### src/rtl/core/bmfgp_pkg.sv
// Shared types, codes and constants of the binary bitmap-font glyph parser.
`default_nettype none

package bmfgp_pkg;

    // Configuration register indexes.
    localparam int CfgIdxW = 1;
    localparam logic [CfgIdxW-1:0] CFG_FILE_LENGTH = 1'd0;
    localparam logic [CfgIdxW-1:0] CFG_ID_LIMIT    = 1'd1;
    localparam int CfgDataW = 32;

    localparam logic [8:0] ID_LIMIT_RESET = 9'd128;
    localparam logic [8:0] ID_LIMIT_MAX   = 9'd256;

    // Parser phases.
    localparam logic [2:0] PH_MAGIC = 3'd0;
    localparam logic [2:0] PH_TYPE  = 3'd1;
    localparam logic [2:0] PH_LEN   = 3'd2;
    localparam logic [2:0] PH_BODY  = 3'd3;
    localparam logic [2:0] PH_STOP  = 3'd4;

    // Page-name scan states.
    localparam logic [1:0] NS_START  = 2'd0;
    localparam logic [1:0] NS_INSIDE = 2'd1;
    localparam logic [1:0] NS_ENDED  = 2'd2;

    // Block types.
    localparam logic [7:0] BLK_COMMON = 8'd2;
    localparam logic [7:0] BLK_PAGES  = 8'd3;
    localparam logic [7:0] BLK_CHARS  = 8'd4;

    // Result kinds.
    localparam logic [2:0] KIND_GLYPH   = 3'd0;
    localparam logic [2:0] KIND_LINE    = 3'd1;
    localparam logic [2:0] KIND_DONE_OK = 3'd2;
    localparam logic [2:0] KIND_BAD_MAG = 3'd3;
    localparam logic [2:0] KIND_NO_DATA = 3'd4;

    // A chars record is 20 bytes; the first 19 are stored, the last one closes it.
    localparam int RecStored = 19;
    localparam logic [4:0] REC_LAST = 5'd19;

    // Result queue geometry (depth is a power of two).
    localparam int QueueAw   = 2;
    localparam int QueueDepth = 1 << QueueAw;
    localparam int QueueCntW = QueueAw + 1;

    localparam int PayloadW = 144;

    // Result payload; the last member sits in the lowest bits.
    typedef struct packed {
        logic [15:0] line_height;
        logic [7:0]  page_index;
        logic [15:0] pen_advance;
        logic [15:0] draw_offset_y;
        logic [15:0] draw_offset_x;
        logic [15:0] glyph_height;
        logic [15:0] glyph_width;
        logic [15:0] atlas_y;
        logic [15:0] atlas_x;
        logic [7:0]  glyph_id;
    } payload_t;

    // What one input byte produced: an optional data result and an optional status.
    typedef struct packed {
        logic       has_data;
        logic [2:0] data_kind;
        payload_t   payload;
        logic       has_status;
        logic [2:0] status_kind;
    } entry_t;

    // Expected file signature, byte by byte.
    function automatic logic [7:0] magic_byte(input logic [1:0] idx);
        logic [7:0] val;
        case (idx)
            2'd0: val = 8'h42;
            2'd1: val = 8'h4D;
            2'd2: val = 8'h46;
            default: val = 8'h03;
        endcase
        return val;
    endfunction

endpackage

`default_nettype wire

### src/rtl/core/bmfgp_queue.sv
// Short register queue of parse results between the front and back parts.
`default_nettype none

module bmfgp_queue (
    input  wire logic              aclk,
    input  wire logic              aresetn,
    input  wire logic              push,
    input  wire bmfgp_pkg::entry_t push_entry,
    output logic                   full,
    input  wire logic              pop,
    output bmfgp_pkg::entry_t      pop_entry,
    output logic                   empty
);

    bmfgp_pkg::entry_t mem_reg [0:bmfgp_pkg::QueueDepth-1];
    logic [bmfgp_pkg::QueueAw-1:0]   wr_ptr_reg, wr_ptr_next;
    logic [bmfgp_pkg::QueueAw-1:0]   rd_ptr_reg, rd_ptr_next;
    logic [bmfgp_pkg::QueueCntW-1:0] count_reg, count_next;
    logic do_push;
    logic do_pop;

    assign full      = (count_reg == bmfgp_pkg::QueueCntW'(bmfgp_pkg::QueueDepth));
    assign empty     = (count_reg == '0);
    assign pop_entry = mem_reg[rd_ptr_reg];
    assign do_push   = push && !full;
    assign do_pop    = pop && !empty;

    // Pointer and occupancy update.
    always_comb begin
        wr_ptr_next = wr_ptr_reg;
        rd_ptr_next = rd_ptr_reg;
        count_next  = count_reg;
        if (do_push) begin
            wr_ptr_next = wr_ptr_reg + 1'b1;
        end
        if (do_pop) begin
            rd_ptr_next = rd_ptr_reg + 1'b1;
        end
        if (do_push && !do_pop) begin
            count_next = count_reg + 1'b1;
        end else if (do_pop && !do_push) begin
            count_next = count_reg - 1'b1;
        end
    end

    always_ff @(posedge aclk) begin
        if (!aresetn) begin
            wr_ptr_reg <= '0;
            rd_ptr_reg <= '0;
            count_reg  <= '0;
        end else begin
            wr_ptr_reg <= wr_ptr_next;
            rd_ptr_reg <= rd_ptr_next;
            count_reg  <= count_next;
        end
    end

    // Entry storage.
    always_ff @(posedge aclk) begin
        if (do_push) begin
            mem_reg[wr_ptr_reg] <= push_entry;
        end
    end

endmodule

`default_nettype wire

### src/rtl/core/bmfgp_front.sv
// Front part: takes file bytes, tracks the block structure and builds results.
`default_nettype none

module bmfgp_front (
    input  wire logic                             aclk,
    input  wire logic                             aresetn,
    input  wire logic                             cfg_we,
    input  wire logic [bmfgp_pkg::CfgIdxW-1:0]    cfg_index,
    input  wire logic [bmfgp_pkg::CfgDataW-1:0]   cfg_wdata,
    input  wire logic                             s_tvalid,
    output logic                                  s_tready,
    input  wire logic [7:0]                       s_tdata,
    input  wire logic                             q_full,
    output logic                                  q_push,
    output bmfgp_pkg::entry_t                     q_entry
);

    logic [31:0] file_length_reg;
    logic [8:0]  id_limit_reg;

    logic [31:0] byte_offset_reg, byte_offset_next;
    logic [2:0]  phase_reg, phase_next;
    logic [4:0]  fbc_reg, fbc_next;
    logic [7:0]  block_kind_reg, block_kind_next;
    logic [31:0] block_length_reg, block_length_next;
    logic [31:0] body_pos_reg, body_pos_next;
    logic [7:0]  lh_low_reg, lh_low_next;
    logic [1:0]  name_state_reg, name_state_next;
    logic        seen_page_reg, seen_page_next;
    logic        seen_glyph_reg, seen_glyph_next;
    logic        magic_failed_reg, magic_failed_next;

    logic [7:0]  rec_reg [0:bmfgp_pkg::RecStored-1];
    logic        rec_we;

    logic        accept;
    logic        byte_go;
    logic        is_last;
    logic        hdr_over;
    logic [31:0] new_len;
    logic        len_over;
    logic [31:0] pos_p1;
    logic        id_ok;
    logic [8:0]  lim_eff;
    logic [8:0]  id_low;
    bmfgp_pkg::entry_t entry;

    assign s_tready = !q_full;
    assign accept   = s_tvalid && !q_full;
    assign byte_go  = accept && (byte_offset_reg < file_length_reg);

    // Position checks against the file end.
    assign is_last  = ({1'b0, byte_offset_reg} + 33'd1) == {1'b0, file_length_reg};
    assign hdr_over = ({1'b0, byte_offset_reg} + 33'd5) > {1'b0, file_length_reg};
    assign new_len  = block_length_reg | ({24'd0, s_tdata} << {fbc_reg[1:0], 3'b000});
    assign len_over = ({2'b00, byte_offset_reg} + {2'b00, new_len} + 34'd1)
                      > {2'b00, file_length_reg};
    assign pos_p1   = body_pos_reg + 32'd1;

    // Glyph id test: the id must be below the limit, which tops out at 256.
    assign lim_eff = (id_limit_reg > bmfgp_pkg::ID_LIMIT_MAX) ?
                     bmfgp_pkg::ID_LIMIT_MAX : id_limit_reg;
    assign id_low  = {rec_reg[1][0], rec_reg[0]};
    assign id_ok   = (rec_reg[3] == 8'd0) && (rec_reg[2] == 8'd0) &&
                     (rec_reg[1][7:1] == 7'd0) && (id_low < lim_eff);

    // Parser state update and result assembly.
    always_comb begin
        byte_offset_next  = byte_offset_reg;
        phase_next        = phase_reg;
        fbc_next          = fbc_reg;
        block_kind_next   = block_kind_reg;
        block_length_next = block_length_reg;
        body_pos_next     = body_pos_reg;
        lh_low_next       = lh_low_reg;
        name_state_next   = name_state_reg;
        seen_page_next    = seen_page_reg;
        seen_glyph_next   = seen_glyph_reg;
        magic_failed_next = magic_failed_reg;
        rec_we            = 1'b0;
        entry             = '0;

        if (byte_go) begin
            if (byte_offset_reg != 32'hFFFF_FFFF) begin
                byte_offset_next = byte_offset_reg + 32'd1;
            end

            case (phase_reg)
                bmfgp_pkg::PH_MAGIC: begin
                    if (s_tdata != bmfgp_pkg::magic_byte(fbc_reg[1:0])) begin
                        magic_failed_next = 1'b1;
                    end
                    if (fbc_reg >= 5'd3) begin
                        fbc_next   = 5'd0;
                        phase_next = magic_failed_next ? bmfgp_pkg::PH_STOP
                                                       : bmfgp_pkg::PH_TYPE;
                    end else begin
                        fbc_next = fbc_reg + 5'd1;
                    end
                end
                bmfgp_pkg::PH_TYPE: begin
                    if (hdr_over) begin
                        phase_next = bmfgp_pkg::PH_STOP;
                    end else begin
                        block_kind_next   = s_tdata;
                        block_length_next = 32'd0;
                        fbc_next          = 5'd0;
                        phase_next        = bmfgp_pkg::PH_LEN;
                    end
                end
                bmfgp_pkg::PH_LEN: begin
                    block_length_next = new_len;
                    if (fbc_reg >= 5'd3) begin
                        fbc_next        = 5'd0;
                        body_pos_next   = 32'd0;
                        name_state_next = bmfgp_pkg::NS_START;
                        if (len_over) begin
                            phase_next = bmfgp_pkg::PH_STOP;
                        end else if (new_len == 32'd0) begin
                            phase_next = bmfgp_pkg::PH_TYPE;
                        end else begin
                            phase_next = bmfgp_pkg::PH_BODY;
                        end
                    end else begin
                        fbc_next = fbc_reg + 5'd1;
                    end
                end
                bmfgp_pkg::PH_BODY: begin
                    case (block_kind_reg)
                        bmfgp_pkg::BLK_COMMON: begin
                            if (body_pos_reg == 32'd0) begin
                                lh_low_next = s_tdata;
                            end else if (body_pos_reg == 32'd1) begin
                                entry.has_data            = 1'b1;
                                entry.data_kind           = bmfgp_pkg::KIND_LINE;
                                entry.payload.line_height = {s_tdata, lh_low_reg};
                            end
                        end
                        bmfgp_pkg::BLK_PAGES: begin
                            if (name_state_reg == bmfgp_pkg::NS_START) begin
                                if (s_tdata != 8'd0) begin
                                    seen_page_next  = 1'b1;
                                    name_state_next = bmfgp_pkg::NS_INSIDE;
                                end else begin
                                    name_state_next = bmfgp_pkg::NS_ENDED;
                                end
                            end else if (name_state_reg == bmfgp_pkg::NS_INSIDE) begin
                                if (s_tdata == 8'd0) begin
                                    name_state_next = bmfgp_pkg::NS_START;
                                end
                            end
                        end
                        bmfgp_pkg::BLK_CHARS: begin
                            if (fbc_reg < bmfgp_pkg::REC_LAST) begin
                                rec_we   = 1'b1;
                                fbc_next = fbc_reg + 5'd1;
                            end else begin
                                fbc_next = 5'd0;
                                if (id_ok) begin
                                    seen_glyph_next             = 1'b1;
                                    entry.has_data              = 1'b1;
                                    entry.data_kind             = bmfgp_pkg::KIND_GLYPH;
                                    entry.payload.glyph_id      = rec_reg[0];
                                    entry.payload.atlas_x       = {rec_reg[5], rec_reg[4]};
                                    entry.payload.atlas_y       = {rec_reg[7], rec_reg[6]};
                                    entry.payload.glyph_width   = {rec_reg[9], rec_reg[8]};
                                    entry.payload.glyph_height  = {rec_reg[11], rec_reg[10]};
                                    entry.payload.draw_offset_x = {rec_reg[13], rec_reg[12]};
                                    entry.payload.draw_offset_y = {rec_reg[15], rec_reg[14]};
                                    entry.payload.pen_advance   = {rec_reg[17], rec_reg[16]};
                                    entry.payload.page_index    = rec_reg[18];
                                end
                            end
                        end
                        default: begin
                        end
                    endcase
                    body_pos_next = pos_p1;
                    if (pos_p1 >= block_length_reg) begin
                        phase_next = bmfgp_pkg::PH_TYPE;
                    end
                end
                default: begin
                end
            endcase

            // The final byte of the file also reports the overall status.
            if (is_last) begin
                entry.has_status = 1'b1;
                if (magic_failed_next || (byte_offset_reg < 32'd3)) begin
                    entry.status_kind = bmfgp_pkg::KIND_BAD_MAG;
                end else if (seen_glyph_next && seen_page_next) begin
                    entry.status_kind = bmfgp_pkg::KIND_DONE_OK;
                end else begin
                    entry.status_kind = bmfgp_pkg::KIND_NO_DATA;
                end
            end
        end
    end

    assign q_push  = entry.has_data || entry.has_status;
    assign q_entry = entry;

    // Configuration registers.
    always_ff @(posedge aclk) begin
        if (!aresetn) begin
            file_length_reg <= 32'd0;
            id_limit_reg    <= bmfgp_pkg::ID_LIMIT_RESET;
        end else if (cfg_we) begin
            case (cfg_index)
                bmfgp_pkg::CFG_FILE_LENGTH: file_length_reg <= cfg_wdata;
                bmfgp_pkg::CFG_ID_LIMIT:    id_limit_reg    <= cfg_wdata[8:0];
                default: begin
                end
            endcase
        end
    end

    // Parser state.
    always_ff @(posedge aclk) begin
        if (!aresetn) begin
            byte_offset_reg  <= 32'd0;
            phase_reg        <= bmfgp_pkg::PH_MAGIC;
            fbc_reg          <= 5'd0;
            block_kind_reg   <= 8'd0;
            block_length_reg <= 32'd0;
            body_pos_reg     <= 32'd0;
            lh_low_reg       <= 8'd0;
            name_state_reg   <= bmfgp_pkg::NS_START;
            seen_page_reg    <= 1'b0;
            seen_glyph_reg   <= 1'b0;
            magic_failed_reg <= 1'b0;
        end else begin
            byte_offset_reg  <= byte_offset_next;
            phase_reg        <= phase_next;
            fbc_reg          <= fbc_next;
            block_kind_reg   <= block_kind_next;
            block_length_reg <= block_length_next;
            body_pos_reg     <= body_pos_next;
            lh_low_reg       <= lh_low_next;
            name_state_reg   <= name_state_next;
            seen_page_reg    <= seen_page_next;
            seen_glyph_reg   <= seen_glyph_next;
            magic_failed_reg <= magic_failed_next;
        end
    end

    // Record byte store of the chars block.
    always_ff @(posedge aclk) begin
        if (rec_we) begin
            rec_reg[fbc_reg] <= s_tdata;
        end
    end

endmodule

`default_nettype wire

### src/rtl/core/bmfgp_back.sv
// Back part: drains queued results into the output register, one word per cycle while the receiver is ready.
`default_nettype none

module bmfgp_back (
    input  wire logic                            aclk,
    input  wire logic                            aresetn,
    input  wire logic                            q_empty,
    input  wire bmfgp_pkg::entry_t               q_entry,
    output logic                                 q_pop,
    output logic                                 m_tvalid,
    input  wire logic                            m_tready,
    output logic [bmfgp_pkg::PayloadW-1:0]       m_tdata,
    output logic [2:0]                           m_tuser,
    output logic                                 m_tlast
);

    logic                          m_tvalid_reg, m_tvalid_next;
    logic [bmfgp_pkg::PayloadW-1:0] m_tdata_reg, m_tdata_next;
    logic [2:0]                    m_tuser_reg, m_tuser_next;
    logic                          m_tlast_reg, m_tlast_next;
    logic                          pend_reg, pend_next;
    logic [2:0]                    pend_kind_reg, pend_kind_next;
    logic                          load_ok;

    assign load_ok = !m_tvalid_reg || m_tready;

    // A held status word goes out before the next queue entry is taken.
    always_comb begin
        m_tvalid_next  = m_tvalid_reg;
        m_tdata_next   = m_tdata_reg;
        m_tuser_next   = m_tuser_reg;
        m_tlast_next   = m_tlast_reg;
        pend_next      = pend_reg;
        pend_kind_next = pend_kind_reg;
        q_pop          = 1'b0;
        if (load_ok) begin
            if (pend_reg) begin
                m_tvalid_next = 1'b1;
                m_tdata_next  = '0;
                m_tuser_next  = pend_kind_reg;
                m_tlast_next  = 1'b1;
                pend_next     = 1'b0;
            end else if (!q_empty) begin
                q_pop         = 1'b1;
                m_tvalid_next = 1'b1;
                if (q_entry.has_data) begin
                    m_tdata_next   = q_entry.payload;
                    m_tuser_next   = q_entry.data_kind;
                    m_tlast_next   = !q_entry.has_status;
                    pend_next      = q_entry.has_status;
                    pend_kind_next = q_entry.status_kind;
                end else begin
                    m_tdata_next = '0;
                    m_tuser_next = q_entry.status_kind;
                    m_tlast_next = 1'b1;
                end
            end else begin
                m_tvalid_next = 1'b0;
            end
        end
    end

    always_ff @(posedge aclk) begin
        if (!aresetn) begin
            m_tvalid_reg <= 1'b0;
            pend_reg     <= 1'b0;
        end else begin
            m_tvalid_reg <= m_tvalid_next;
            pend_reg     <= pend_next;
        end
    end

    always_ff @(posedge aclk) begin
        m_tdata_reg   <= m_tdata_next;
        m_tuser_reg   <= m_tuser_next;
        m_tlast_reg   <= m_tlast_next;
        pend_kind_reg <= pend_kind_next;
    end

    assign m_tvalid = m_tvalid_reg;
    assign m_tdata  = m_tdata_reg;
    assign m_tuser  = m_tuser_reg;
    assign m_tlast  = m_tlast_reg;

endmodule

`default_nettype wire

### src/rtl/core/bmfont_binary_glyph_parser.sv
// Top level of the binary bitmap-font glyph parser.
//
//   Channel   Direction  Word                      Handshake
//   s_*       in         one file byte             s_tvalid / s_tready
//   m_*       out        one result                m_tvalid / m_tready
//   cfg_*     in         register write            cfg_we (no wait)
//
// One byte is taken per cycle while the queue has room; the front part finishes each byte in that cycle.
// Results pass through a four-entry queue and a registered output stage, so the
// input stalls only when the queue is full. The last byte of a file may produce
// two results, which leave back to back while the receiver is ready.
// Reset is synchronous and active low; it clears the parser, queue and output.
`default_nettype none

module bmfont_binary_glyph_parser (
    input  wire logic                             aclk,
    input  wire logic                             aresetn,
    input  wire logic                             cfg_we,
    input  wire logic [bmfgp_pkg::CfgIdxW-1:0]    cfg_index,
    input  wire logic [bmfgp_pkg::CfgDataW-1:0]   cfg_wdata,
    input  wire logic                             s_tvalid,
    output logic                                  s_tready,
    input  wire logic [7:0]                       s_tdata,    // data_byte
    output logic                                  m_tvalid,
    input  wire logic                             m_tready,
    // glyph_id, atlas_x, atlas_y, glyph_width, glyph_height, draw_offset_x,
    // draw_offset_y, pen_advance, page_index, line_height
    output logic [bmfgp_pkg::PayloadW-1:0]        m_tdata,
    output logic [2:0]                            m_tuser,    // kind
    output logic                                  m_tlast     // end_of_run
);

    bmfgp_pkg::entry_t push_entry;
    bmfgp_pkg::entry_t pop_entry;
    logic q_push;
    logic q_full;
    logic q_pop;
    logic q_empty;

    bmfgp_front u_front (
        .aclk      (aclk),
        .aresetn   (aresetn),
        .cfg_we    (cfg_we),
        .cfg_index (cfg_index),
        .cfg_wdata (cfg_wdata),
        .s_tvalid  (s_tvalid),
        .s_tready  (s_tready),
        .s_tdata   (s_tdata),
        .q_full    (q_full),
        .q_push    (q_push),
        .q_entry   (push_entry)
    );

    bmfgp_queue u_queue (
        .aclk       (aclk),
        .aresetn    (aresetn),
        .push       (q_push),
        .push_entry (push_entry),
        .full       (q_full),
        .pop        (q_pop),
        .pop_entry  (pop_entry),
        .empty      (q_empty)
    );

    bmfgp_back u_back (
        .aclk     (aclk),
        .aresetn  (aresetn),
        .q_empty  (q_empty),
        .q_entry  (pop_entry),
        .q_pop    (q_pop),
        .m_tvalid (m_tvalid),
        .m_tready (m_tready),
        .m_tdata  (m_tdata),
        .m_tuser  (m_tuser),
        .m_tlast  (m_tlast)
    );

endmodule

`default_nettype wire
### config.mk
export PLATFORM = sky130hd
export DESIGN_NAME = bmfont_binary_glyph_parser
export DESIGN_NICKNAME = d
export VERILOG_FILES = /design/src/rtl/core/bmfgp_pkg.sv /design/src/rtl/core/bmfgp_queue.sv /design/src/rtl/core/bmfgp_front.sv /design/src/rtl/core/bmfgp_back.sv /design/src/rtl/core/bmfont_binary_glyph_parser.sv
export SDC_FILE = /design/constraint.sdc
export NUM_CORES = 1
export LEC_CHECK = 0
export BUFFER_PORTS_ARGS = -buffer_cell sky130_fd_sc_hd__buf_2
export CORE_ASPECT_RATIO = 0.75
export CORE_MARGIN = 2
export CORE_UTILIZATION = 42
export DETAILED_ROUTE_END_ITERATION = 10
export PLACE_DENSITY_LB_ADDON = 0.3
export SYNTH_ARGS = -nofsm -noshare
export SYNTH_HDL_FRONTEND = slang
export SYNTH_HIERARCHICAL = 1
export SYNTH_SLANG_ARGS = --single-unit
### constraint.sdc
create_clock -name aclk -period 9.6 [get_ports aclk]
set_input_delay 1.92 -clock aclk [delete_from_list [all_inputs] [get_ports aclk]]
set_output_delay 1.92 -clock aclk [all_outputs]
set_load 0.01 [all_outputs]
==> impl_metrics.yaml <==
cells_and_area:
  synthToLayoutAreaGrowth_pct: 12.3
  multi_input_area_um2: 15800
  regArea_um2: 30900
  nNetsFinal: 3749
  largest_register_ffs: 608
  utilization: 0.475
  drive_above_1_share: 0.175
  fin_area_um2: 53900
  fillers: 9898
global_route:
  gr-max-usage-layer: "met2"
  grtUsageMet1: 0.275
  grt_max_degree: 138
  met2_usage: 0.299
  grtUsageTotal: 0.189
  grt-ovfl-total: 0
  grt_pass1_wl_um: 170000
  grt_pass1_vias: 27200
  antenna_found_initial: 13
  use_met3: 0.0337
placed_design:
  port_buffers: 195
  hpwlAfterDp_um: 72300
  place_congestion: 0.873
  place_area_um2: 50500
sta:
  hold_viol: 0
  rsz0062_at_grt: "false"
  slew_viol_final: 0
  maxSlewHeadroom: 0.253
  hold_ws_ps: 456
  min_period_ps: 6780
  setup_violations: 0
  finalSetupTns_ps: 0
  clock-skew-final_ps: 68.0
  period_share: 0.706
  tightestPinTransition_ps: 1120
  max_clock_freq_mhz: 148
detailed_routing:
  drc: 0
  vias_per_cell: 5.36
  wl_per_cell_um: 21.6
  dr_total_vias: 27500
  drtIter0Drc: 2366
  final_antenna_net_count: 0
  first_pass_iters: 6
  wirelength_um: 111000
synth:
  yosysMostFrequentCell: "edfxtp_1"
  syn-instance-count: 3337
  synth.area.top_cells: "edfxtp_1 57%, dfxtp_1 7.4%, mux4_2 7.1%"
  synth_top_cell_by_area: "edfxtp_1"
  yosysSeqAreaShare: 0.643
  synth_area_um2: 48000
  synth_top_cell_area_share: 0.570
  synth.avg_cell_area_um2: 14.4
  yosys_warnings: 6
  synth-async-reset-ratio: 0
  ys.flop_type: "edfxtp_1"
  ys_seq_elements: 1088
  yosys-top-cells-count: "911 x edfxtp_1, 274 x and2_1, 189 x nand2_1"
  synth-edff-count: 911
  ys_types: 94
power_and_ir_drop:
  p_switching_mw: 2.16
  combPwrFrac: 0.057
  power.share.clock: 0.417
  seqPwrFrac: 0.526
  p_leak_nw: 17.3
  peakVddDrop_mv: 0.148
  internal_power_mw: 7.64
  powerDensity_nw_per_um2: 182
  swShare: 0.220
hold_path:
  hold_class: "flip-flop to flip-flop"
critical_path:
  crit_end: "u_front/phase_reg[2]"
  slowest_delay_ps: 520
  cp_data_arrival_time_ps: 7340
  crit_top_cell: "a21oi_1"
  rrSetupSlack_ps: 3140
  crit_path_end_kind: "flip-flop"
  cp_data_required_time_ps: 10160
  worstSetupStartpointType: "input port"
  worstSetupPathType: "input port to flip-flop"
  cp_cell_sequence: "buf_2, buf_4, a21oi_1, ha_1, nor2b_1, o31a_1, a21oi_1, a211oi_1, a31oi_1, o31ai_1, nor2_1, o31ai_1, xor2_1, ha_1, nand4_1, nor4_1, a31oi_1, a311o_1, a21oi_1, o211ai_1, o2111ai_1, a21oi_1"
  r2r-end: "u_front/phase_reg[2]"
  r2r-start: "u_front/fbc_reg[0]"
  crit_start: "s_tdata[0]"
  worst_path_max_delay_cell: "buf_4"
  crit_fanout: 29
  r2r_cells: 23
floorplan:
  ios: 196
  initial_utilization: 0.423
  die-area_um2: 117000
  core_area_um2: 114000
  die_y_um: 297
  rows: 107
  die_w_um: 394
status:
  status: "finished, final reports clean"
clocking:
  clk_path_buf_depth: 3
  htreeDepth: 3
  clock_sinks: 1088
  cts_tree: "done"
  insertion_delay_ps: 720
  ctsRootBufferMaster: "clkbuf_16"
  cts-buffers-inserted: 102
  cts_post_setup_buffers_inserted: 0
  cts_resized: 0
  hold_buffers: 0
  cts.reportedPaths.clkPinSlew_ps: 60
flow_run:
  maxCapViolCount: 0
worst max-delay path, delay by kind of cell:
family                     cells  cell delay [ps]
buffers and inverters          2              630
xor gates and xnor gates       1              130
and+or+nand+nor                4              900
adders and majority gates      2              570
AOI/OAI and AO/OA             13             3190
cell families (layout without fill, tap and decap cells):
kind of cell / count (synthesis) / in the layout / synth area share
flops: 1088 / 1088 / 0.643
simple gates: 1006 / 1006 / 0.115
compound gates: 428 / 428 / 0.0573
buf+inv: 289 / 558 / 0.0289
fa+ha+maj: 185 / 185 / 0.0485
mux: 177 / 177 / 0.0765
xor+xnor: 163 / 163 / 0.0297
other cells: 1 / 10 / 0.0000781
cells in the final DEF, fill, tap and decap left out, types with 46 or more instances in the layout:
cell	n
edfxtp_1	911
and2_1	270
buf_2	195
nand2_1	189
nor2_1	183
ha_1	183
dfxtp_1	175
a21oi_1	170
mux4_2	152
inv_1	116
xnor2_1	114
clkbuf_16	104
nand3_1	73
o21ai_0	61
a21o_1	53
xor2_1	49
buf_4	46
nand4_1	46
through the flow:
stage / power, mW / setup WS [ps] / std cells
floorplan: 5.61 / 2070 / 3338
global route: 10.1 / 2220 / 5135
detailed placement: 5.81 / 2210 / 4940
CTS: 9.89 / 2930 / 5133
finish: 9.80 / 2820 / 5141
global placement: 5.81 / 2290 / 4940
area by class of cell:
cell class | instances | share of cell area
Tap cell | 1526 | 0.0354
Sequential cell | 1088 | 0.573
Multi-Input combinational cell | 1961 | 0.293
Clock inverter | 64 | 0.0126
Inverter | 119 | 0.00830
Antenna cell | 8 | 0.000371
Timing Repair Buffer | 246 | 0.0263
Clock buffer | 129 | 0.0511
power groups by stage:
stage / clock network, mW / logic, mW / registers, mW
after global routing: 4.36 / 0.619 / 5.16
after global placement: 0 / 0.555 / 5.26
after CTS: 4.17 / 0.559 / 5.15
after detailed placement: 0 / 0.556 / 5.26
final: 4.08 / 0.561 / 5.15
after floorplan: 0 / 0.350 / 5.26
routing by layer:
metal	wire, um	up-vias
li1	-	12900
met5	13	-
met1	50700	13800
met4	2010	2
met2	51800	762
met3	6660	151
how the worst min path moves through the flow:
| stage | startpoint | to | slack (ps) | depth (start not counted) |
|---|---|---|---|---|
| floorplan | u_front/id_limit_reg[0] | u_front/id_limit_reg[0] | 430 | 2 |
| global placement | u_front/id_limit_reg[0] | u_front/id_limit_reg[0] | 450 | 2 |
| detailed placement | u_front/id_limit_reg[0] | u_front/id_limit_reg[0] | 450 | 2 |
| CTS | u_front/id_limit_reg[0] | u_front/id_limit_reg[0] | 460 | 2 |
| global route | u_front/id_limit_reg[4] | u_front/id_limit_reg[4] | 480 | 2 |
| finish | u_front/id_limit_reg[0] | u_front/id_limit_reg[0] | 460 | 2 |
Note: power is estimated with default switching activity, not from simulation.
